===== config.mk =====
export PLATFORM = sky130hd
export DESIGN_NAME = wmtc_ctrl
export DESIGN_NICKNAME = d
export VERILOG_FILES = /design/src/hdl/wmtc_pkg.sv /design/src/hdl/wmtc_ctrl.sv
export SDC_FILE = /design/constraint.sdc
export NUM_CORES = 1
export LEC_CHECK = 0
export ABC_CLOCK_PERIOD_IN_PS = 8000
export BUFFER_PORTS_ARGS = -buffer_cell sky130_fd_sc_hd__clkbuf_2
export CAP_MARGIN = 10
export CORE_AREA = 2 2 186 188
export CTS_CLUSTER_DIAMETER = 60
export DETAILED_ROUTE_END_ITERATION = 8
export DIE_AREA = 0 0 188 190
export GPL_TIMING_DRIVEN = 0
export PLACE_DENSITY = 0.79
export SLEW_MARGIN = 40
export SYNTH_ARGS = -nofsm -noshare
export SYNTH_HDL_FRONTEND = slang
export SYNTH_SLANG_ARGS = --single-unit
export TNS_END_PERCENT = 100

===== constraint.sdc =====
create_clock -name clk -period 8 [get_ports clk]
set_input_delay 0.4 -clock clk [delete_from_list [all_inputs] [get_ports clk]]
set_output_delay 0.4 -clock clk [all_outputs]
set_load 0.02 [all_outputs]

===== src/hdl/wmtc_pkg.sv =====
// Shared types, constants and state codes for the weighted majority top-k counter.
`default_nettype none
package wmtc_pkg;

    // Sizing
    localparam int MAX_ITEMS      = 1024;
    localparam int VALUE_BITS     = 31;
    localparam int ADDR_BITS      = (MAX_ITEMS > 1) ? $clog2(MAX_ITEMS) : 1;
    localparam int COUNT_BITS     = $clog2(MAX_ITEMS + 1);
    localparam int SUM_BITS       = VALUE_BITS + ADDR_BITS;

    // Fixed field widths of the command and result beats
    localparam int INDEX_BITS     = 10;
    localparam int NEW_VALUE_BITS = 31;
    localparam int TOP_COUNT_BITS = 11;

    // Command kinds
    typedef enum logic [1:0] {
        KIND_APPEND = 2'd0,
        KIND_QUERY  = 2'd1,
        KIND_UPDATE = 2'd2,
        KIND_NONE   = 2'd3
    } kind_t;

    typedef struct packed {
        kind_t                       kind;
        logic [INDEX_BITS-1:0]       item_index;
        logic [NEW_VALUE_BITS-1:0]   new_value;
    } cmd_t;

    typedef struct packed {
        logic [TOP_COUNT_BITS-1:0]   top_count;
        logic                        unreachable;
    } result_t;

    // One write port and one read port request toward a value store
    typedef struct packed {
        logic                        we;
        logic [ADDR_BITS-1:0]        waddr;
        logic [VALUE_BITS-1:0]       wdata;
        logic [ADDR_BITS-1:0]        raddr;
    } mem_req_t;

    // Sequencer states
    typedef enum logic [3:0] {
        ST_IDLE,
        ST_OLD_RD,
        ST_OLD_WAIT,
        ST_REM,
        ST_INS_START,
        ST_INS_STEP,
        ST_INS_PUT,
        ST_QRY_START,
        ST_QRY_STEP
    } state_t;

endpackage
`default_nettype wire


===== src/hdl/wmtc_ctrl.sv =====
// Sequencer: sorted insert, removal, prefix walk, count and total registers.
`default_nettype none
module wmtc_ctrl (
    input  wire logic                                clk,
    input  wire logic                                rst_n,
    input  wire logic                                start,
    input  wire wmtc_pkg::cmd_t                      cmd,
    output logic                                     busy,
    output logic                                     done,
    output wmtc_pkg::result_t                        result,
    output wmtc_pkg::mem_req_t                       idx_req,
    output wmtc_pkg::mem_req_t                       sort_req,
    input  wire logic [wmtc_pkg::VALUE_BITS-1:0]     idx_rdata,
    input  wire logic [wmtc_pkg::VALUE_BITS-1:0]     sort_rdata
);

    localparam int AB = wmtc_pkg::ADDR_BITS;
    localparam int CB = wmtc_pkg::COUNT_BITS;
    localparam int VB = wmtc_pkg::VALUE_BITS;
    localparam int SB = wmtc_pkg::SUM_BITS;
    localparam logic [CB-1:0] ONE = CB'(1);

    wmtc_pkg::state_t     state_reg, state_next;
    logic [CB-1:0]        count_reg, count_next;
    logic [SB-1:0]        total_reg, total_next;
    logic                 done_reg, done_next;
    wmtc_pkg::result_t    result_reg, result_next;
    logic                 upd_reg, upd_next;
    logic [AB-1:0]        idx_reg, idx_next;
    logic [VB-1:0]        val_reg, val_next;
    logic [VB-1:0]        old_reg, old_next;
    logic [CB-1:0]        ptr_reg, ptr_next;
    logic                 found_reg, found_next;
    logic [SB-1:0]        target_reg, target_next;
    logic [SB-1:0]        acc_reg, acc_next;
    logic [CB-1:0]        taken_reg, taken_next;
    logic                 ins_fin;
    logic [SB-1:0]        acc_sum;
    logic [CB-1:0]        taken_inc;

    // Control registers
    always_ff @(posedge clk or negedge rst_n)
    begin
        if (!rst_n)
        begin
            state_reg <= wmtc_pkg::ST_IDLE;
            count_reg <= '0;
            total_reg <= '0;
            done_reg  <= 1'b0;
        end
        else
        begin
            state_reg <= state_next;
            count_reg <= count_next;
            total_reg <= total_next;
            done_reg  <= done_next;
        end
    end

    // Working registers
    always_ff @(posedge clk)
    begin
        result_reg <= result_next;
        upd_reg    <= upd_next;
        idx_reg    <= idx_next;
        val_reg    <= val_next;
        old_reg    <= old_next;
        ptr_reg    <= ptr_next;
        found_reg  <= found_next;
        target_reg <= target_next;
        acc_reg    <= acc_next;
        taken_reg  <= taken_next;
    end

    assign acc_sum   = acc_reg + SB'(sort_rdata);
    assign taken_inc = taken_reg + ONE;

    // Next state, memory requests and result
    always_comb
    begin
        state_next  = state_reg;
        count_next  = count_reg;
        total_next  = total_reg;
        done_next   = 1'b0;
        result_next = result_reg;
        upd_next    = upd_reg;
        idx_next    = idx_reg;
        val_next    = val_reg;
        old_next    = old_reg;
        ptr_next    = ptr_reg;
        found_next  = found_reg;
        target_next = target_reg;
        acc_next    = acc_reg;
        taken_next  = taken_reg;
        idx_req     = '0;
        sort_req    = '0;
        ins_fin     = 1'b0;

        unique case (state_reg)
            wmtc_pkg::ST_IDLE:
            begin
                if (start)
                begin
                    upd_next = (cmd.kind == wmtc_pkg::KIND_UPDATE);
                    val_next = cmd.new_value[VB-1:0];
                    idx_next = AB'(cmd.item_index);
                    unique case (cmd.kind)
                        wmtc_pkg::KIND_APPEND:
                        begin
                            if (count_reg < CB'(wmtc_pkg::MAX_ITEMS))
                            begin
                                ptr_next   = count_reg;
                                state_next = wmtc_pkg::ST_INS_START;
                            end
                        end
                        wmtc_pkg::KIND_QUERY:
                        begin
                            state_next = wmtc_pkg::ST_QRY_START;
                        end
                        wmtc_pkg::KIND_UPDATE:
                        begin
                            if (32'(cmd.item_index) < 32'(count_reg))
                            begin
                                state_next = wmtc_pkg::ST_OLD_RD;
                            end
                            else
                            begin
                                state_next = wmtc_pkg::ST_QRY_START;
                            end
                        end
                        wmtc_pkg::KIND_NONE:
                        begin
                            state_next = wmtc_pkg::ST_IDLE;
                        end
                        default:
                        begin
                            state_next = wmtc_pkg::ST_IDLE;
                        end
                    endcase
                end
            end

            // Fetch the value being replaced
            wmtc_pkg::ST_OLD_RD:
            begin
                idx_req.raddr = idx_reg;
                state_next    = wmtc_pkg::ST_OLD_WAIT;
            end

            wmtc_pkg::ST_OLD_WAIT:
            begin
                old_next       = idx_rdata;
                total_next     = total_reg - SB'(idx_rdata);
                sort_req.raddr = '0;
                ptr_next       = '0;
                found_next     = 1'b0;
                state_next     = wmtc_pkg::ST_REM;
            end

            // Scan up for the old value, then shift the rest down by one
            wmtc_pkg::ST_REM:
            begin
                if (found_reg)
                begin
                    sort_req.we    = 1'b1;
                    sort_req.waddr = AB'(ptr_reg - ONE);
                    sort_req.wdata = sort_rdata;
                end
                else if (sort_rdata == old_reg)
                begin
                    found_next = 1'b1;
                end
                if (ptr_reg == count_reg - ONE)
                begin
                    count_next = count_reg - ONE;
                    state_next = wmtc_pkg::ST_INS_START;
                end
                else
                begin
                    sort_req.raddr = AB'(ptr_reg + ONE);
                    ptr_next       = ptr_reg + ONE;
                end
            end

            // Insert: walk down from the top, shifting larger entries up
            wmtc_pkg::ST_INS_START:
            begin
                if (!upd_reg)
                begin
                    idx_req.we    = 1'b1;
                    idx_req.waddr = AB'(count_reg);
                    idx_req.wdata = val_reg;
                end
                if (ptr_reg == '0)
                begin
                    sort_req.we    = 1'b1;
                    sort_req.waddr = '0;
                    sort_req.wdata = val_reg;
                    ins_fin        = 1'b1;
                end
                else
                begin
                    sort_req.raddr = AB'(ptr_reg - ONE);
                    state_next     = wmtc_pkg::ST_INS_STEP;
                end
            end

            wmtc_pkg::ST_INS_STEP:
            begin
                sort_req.we    = 1'b1;
                sort_req.waddr = AB'(ptr_reg);
                if (sort_rdata > val_reg)
                begin
                    sort_req.wdata = sort_rdata;
                    ptr_next       = ptr_reg - ONE;
                    if (ptr_reg == ONE)
                    begin
                        state_next = wmtc_pkg::ST_INS_PUT;
                    end
                    else
                    begin
                        sort_req.raddr = AB'(ptr_reg - CB'(2));
                    end
                end
                else
                begin
                    sort_req.wdata = val_reg;
                    ins_fin        = 1'b1;
                end
            end

            wmtc_pkg::ST_INS_PUT:
            begin
                sort_req.we    = 1'b1;
                sort_req.waddr = AB'(ptr_reg);
                sort_req.wdata = val_reg;
                ins_fin        = 1'b1;
            end

            // Query setup: zero total answers at once
            wmtc_pkg::ST_QRY_START:
            begin
                if (total_reg == '0)
                begin
                    result_next.top_count   = wmtc_pkg::TOP_COUNT_BITS'(count_reg);
                    result_next.unreachable = 1'b1;
                    done_next               = 1'b1;
                    state_next              = wmtc_pkg::ST_IDLE;
                end
                else
                begin
                    target_next    = (total_reg >> 1) + SB'(1);
                    acc_next       = '0;
                    taken_next     = '0;
                    sort_req.raddr = AB'(count_reg - ONE);
                    ptr_next       = count_reg - ONE;
                    state_next     = wmtc_pkg::ST_QRY_STEP;
                end
            end

            // Prefix walk from the largest entry down
            wmtc_pkg::ST_QRY_STEP:
            begin
                acc_next   = acc_sum;
                taken_next = taken_inc;
                if ((acc_sum >= target_reg) || (ptr_reg == '0))
                begin
                    result_next.top_count   = wmtc_pkg::TOP_COUNT_BITS'(taken_inc);
                    result_next.unreachable = 1'b0;
                    done_next               = 1'b1;
                    state_next              = wmtc_pkg::ST_IDLE;
                end
                else
                begin
                    sort_req.raddr = AB'(ptr_reg - ONE);
                    ptr_next       = ptr_reg - ONE;
                end
            end

            default:
            begin
                state_next = wmtc_pkg::ST_IDLE;
            end
        endcase

        // Close an insert: bookkeeping, index store for updates
        if (ins_fin)
        begin
            count_next = count_reg + ONE;
            total_next = total_next + SB'(val_reg);
            if (upd_reg)
            begin
                idx_req.we    = 1'b1;
                idx_req.waddr = idx_reg;
                idx_req.wdata = val_reg;
                state_next    = wmtc_pkg::ST_QRY_START;
            end
            else
            begin
                state_next = wmtc_pkg::ST_IDLE;
            end
        end
    end

    assign busy   = (state_reg != wmtc_pkg::ST_IDLE);
    assign done   = done_reg;
    assign result = result_reg;

    // Checks
    a_done_from_query: assert property (@(posedge clk) disable iff (!rst_n)
        done_reg |-> ($past(state_reg) == wmtc_pkg::ST_QRY_START
                   || $past(state_reg) == wmtc_pkg::ST_QRY_STEP))
        else $error("result beat without a query");

    a_count_bound: assert property (@(posedge clk) disable iff (!rst_n)
        count_reg <= CB'(wmtc_pkg::MAX_ITEMS))
        else $error("item count above capacity");

    a_idle_no_write: assert property (@(posedge clk) disable iff (!rst_n)
        (state_reg == wmtc_pkg::ST_IDLE) |-> (!sort_req.we && !idx_req.we))
        else $error("store write while idle");

    a_reached_nonzero: assert property (@(posedge clk) disable iff (!rst_n)
        (done_reg && !result_reg.unreachable) |-> (result_reg.top_count != '0))
        else $error("reached target with zero entries");

endmodule
`default_nettype wire


==> results.txt <==
Critical Path Sink Type -> primary output
Fin Setup TNS -> 0 ns
crit share post-route -> 87.4%
wire length per cell -> 23.0 um
DP HPWL -> 55700 um
Max VDD drop -> 0.218 mV
Yosys Warn Count -> 0
most frequent cell after synthesis -> nand2_1
max incr delay on CP -> 0.66 ns
RR Endpoint -> ptr_reg[6]
Yosys top cell by area -> edfxtp_1
total die area -> 35700 um^2
Critical Path Start -> acc_reg[1]
largest net degree at the start of global routing -> 44
sequential element share of the synthesized area -> 35.5%
area of the core -> 33900 um^2
number of synthesized flops with an enable pin -> 190
delay-heaviest family, CP -> compound AO/OA/AOI/OAI gates
I/O pins -> 226
Synth top area share -> 28.4%
DP Worst Slack -> 1.47 ns
CP required -> 7.60 ns
Worst Hold Class -> input port to flop
clock tree from TritonCTS -> built
critical path fanouts, max -> 8
PnR worst setup slack -> 1.01 ns
reg2reg setup slack -> 1.47 ns
initial DRC count -> 1869
final instance area -> 23400 um^2
Power Total -> 3.55 mW
Post-Route WL -> 70400 um
Max-Cap Viols -> 0
Slew @ Worst Pin -> 0.890 ns
Synth Net Count -> 2570
CP startpoint kind -> flop
Synth area leaders -> edfxtp_1 28%, ha_1 12%, dfrtp_1 7.1%, xnor2_1 6.1%, nand2_1 4.0%
FP Rows -> 68
Root Driver -> clkbuf_16
synth unique cells -> 80
worst clock skew -> 0.0169 ns
number of global-route vias before repair -> 18400
final setup vio count -> 0
#FFs+latches synth -> 247
crit path DAT -> 6.59 ns
syn_area_per_cell -> 8.84 um^2
Critical-path top delay cell -> o41ai_1
Clock Path Buffers -> 3
drc violations -> 0
RR Startpoint -> acc_reg[1]
global-route wire length before repair -> 105000 um
unrepaired setup endpoints after global routing -> no
status -> completed
n_diodes -> 0
clk_lat worst skew -> 0.59 ns
post-route ant nets -> 0
worst path buffer plus inverter count -> 1
leading post-synthesis cells by instance count -> 216 x nand2_1, 190 x edfxtp_1, 189 x nor2_1, 188 x ha_1, 171 x inv_1
1st-pass router iterations -> 6
GR Util All Layers -> 38.6%
Pwr per Cell Area -> 152 nW/um^2
Worst slew margin -> 40.0%
nets -> 2875
total CTS buffers -> 31
DP Area -> 21900 um^2
Crit path depth -> 21
Die Wd -> 188 um
routed vias -> 19300
fmax -> 143 MHz
Fin Hold WS -> 0.0140 ns
GRT overflow -> 0
area delta synth->final -> 16.5%
Leak Pwr -> 10.4 nW
Die H -> 190 um
clock sink total -> 247
Most used DFF post-synth -> edfxtp_1
Initial Util -> 59.1%
Placer Congestion -> 1.03
share of cells above drive strength 1 -> 12.9%
worst reg2reg path depth -> 21
Post-Syn Instances -> 2271
Post-CTS Setup Bufs -> 0
Cell Area, Synth -> 20100 um^2
Fin. Hold Viols -> 0
vias per cell -> 6.31
final count of pins violating max slew -> 0
initial antenna violation count -> 0
crit-path cells -> ha_1 -> a21o_1 -> a21oi_1 -> o211ai_1 -> a21oi_1 -> nor3b_1 -> o41ai_1 -> o41ai_2 -> a211o_1 -> nand2_1 -> xnor2_1 -> ha_1 -> a21o_1 -> a21oi_1 -> o211ai_1 -> a21o_1 -> a211oi_2 -> nor2_1 -> o221a_2 -> o21ai_0 -> clkbuf_2
clock slew at reported path FFs -> 0.06 ns
Clock H-tree levels -> 1
I/O Buffers -> 225
Tmin final -> 6.99 ns
CP endpoint -> sort_req[9]
Async S/R FF share, synth -> 23.1%
CP Class -> flop to primary output
[metrics by stage]
stage               std cells  util [%]
global route             3056      68.9
finish                   3056      68.9
detailed placement       2960      64.6
global placement         2951      64.1
CTS                      3056      68.9
floorplan                2271         -
[metal layers]
metal / GRT usage [%] / up-vias / wire length, um
li1: - / 8823 / -
met1: 55.1 / 9134 / 29800
met4: 13.9 / 0 / 2480
met3: 6.16 / 148 / 7570
met5: 0 / - / 0
met2: 59.3 / 1167 / 30600
[worst reg2reg max path, delay by kind of cell, from the launching register on]
family / cells / cell delay, ns
AO/OA/AOI/OAI: 11 / 3.51
adder cells (fa/ha/maj): 2 / 0.60
AND/OR/NAND/NOR: 5 / 1.02
buffers and inverters: 2 / 0.63
flip-flops: 1 / 0.39
XOR/XNOR: 1 / 0.11
[cell type report]
cell class	instances	area, um^2
Buffer	83	324
Clock buffer	37	808
Clock inverter	21	253
Fill cell	2639	10600
Inverter	172	646
Multi-Input combinational cell	1769	12000
Sequential cell	247	7130
Tap cell	455	569
Timing Repair Buffer	272	1630
[repair_timing]
| item | 4_1_cts | 5_1_grt |
|---|---|---|
| hold buffers | 38 | 0 |
| resized for setup | 0 | 0 |
| endpoints found under the hold margin | 58 | 0 |
[how the worst min path moves through the flow]
stage / endpoint / cells past startpoint / slack [ns] / from
finish: idx_reg[0] / 1 / 0.01 / cmd[31]
global placement: val_reg[23] / 1 / 0.58 / cmd[23]
floorplan: count_reg[0] / 0 / 0.10 / rst_n
CTS: idx_reg[1] / 1 / 0.00008 / cmd[32]
global route: old_reg[7] / 1 / 0.01 / idx_rdata[7]
detailed placement: total_reg[1] / 1 / 0.33 / rst_n
[cells in the final DEF (no fill, tap or decap), types with 35 or more instances in the layout]
cell type and instances:
nand2_1 216, nor3_1 35, xnor2_1 140, clkbuf_2 226, edfxtp_1 190, a21oi_1 139, and2_1 47, o21ai_0 151
clkbuf_1 78, xor2_1 85, dlygate4sd3_1 38, nand3_1 57, nor2_1 189, a21o_1 68, and3_1 48, inv_1 169
ha_1 188, nand4_1 43, dfrtp_1 57
[cell families (layout without fill, tap and decap cells)]
family / after synthesis / in the layout / share of synthesized area [%]
simple gates: 751 / 751 / 18.1
compound gates: 581 / 581 / 18.6
buf+inv: 255 / 585 / 4.82
flops: 247 / 247 / 35.5
xor+xnor: 225 / 225 / 9.82
fa+ha+maj: 191 / 191 / 12.0
mux: 21 / 21 / 1.11
[power by group]
group,internal (mW),switching (mW),total (mW)
clock network,0.862,0.585,1.45
logic,0.267,0.387,0.653
registers,1.40,0.0553,1.45
total,2.53,1.03,3.55
Power figures use the tool's default switching activity.
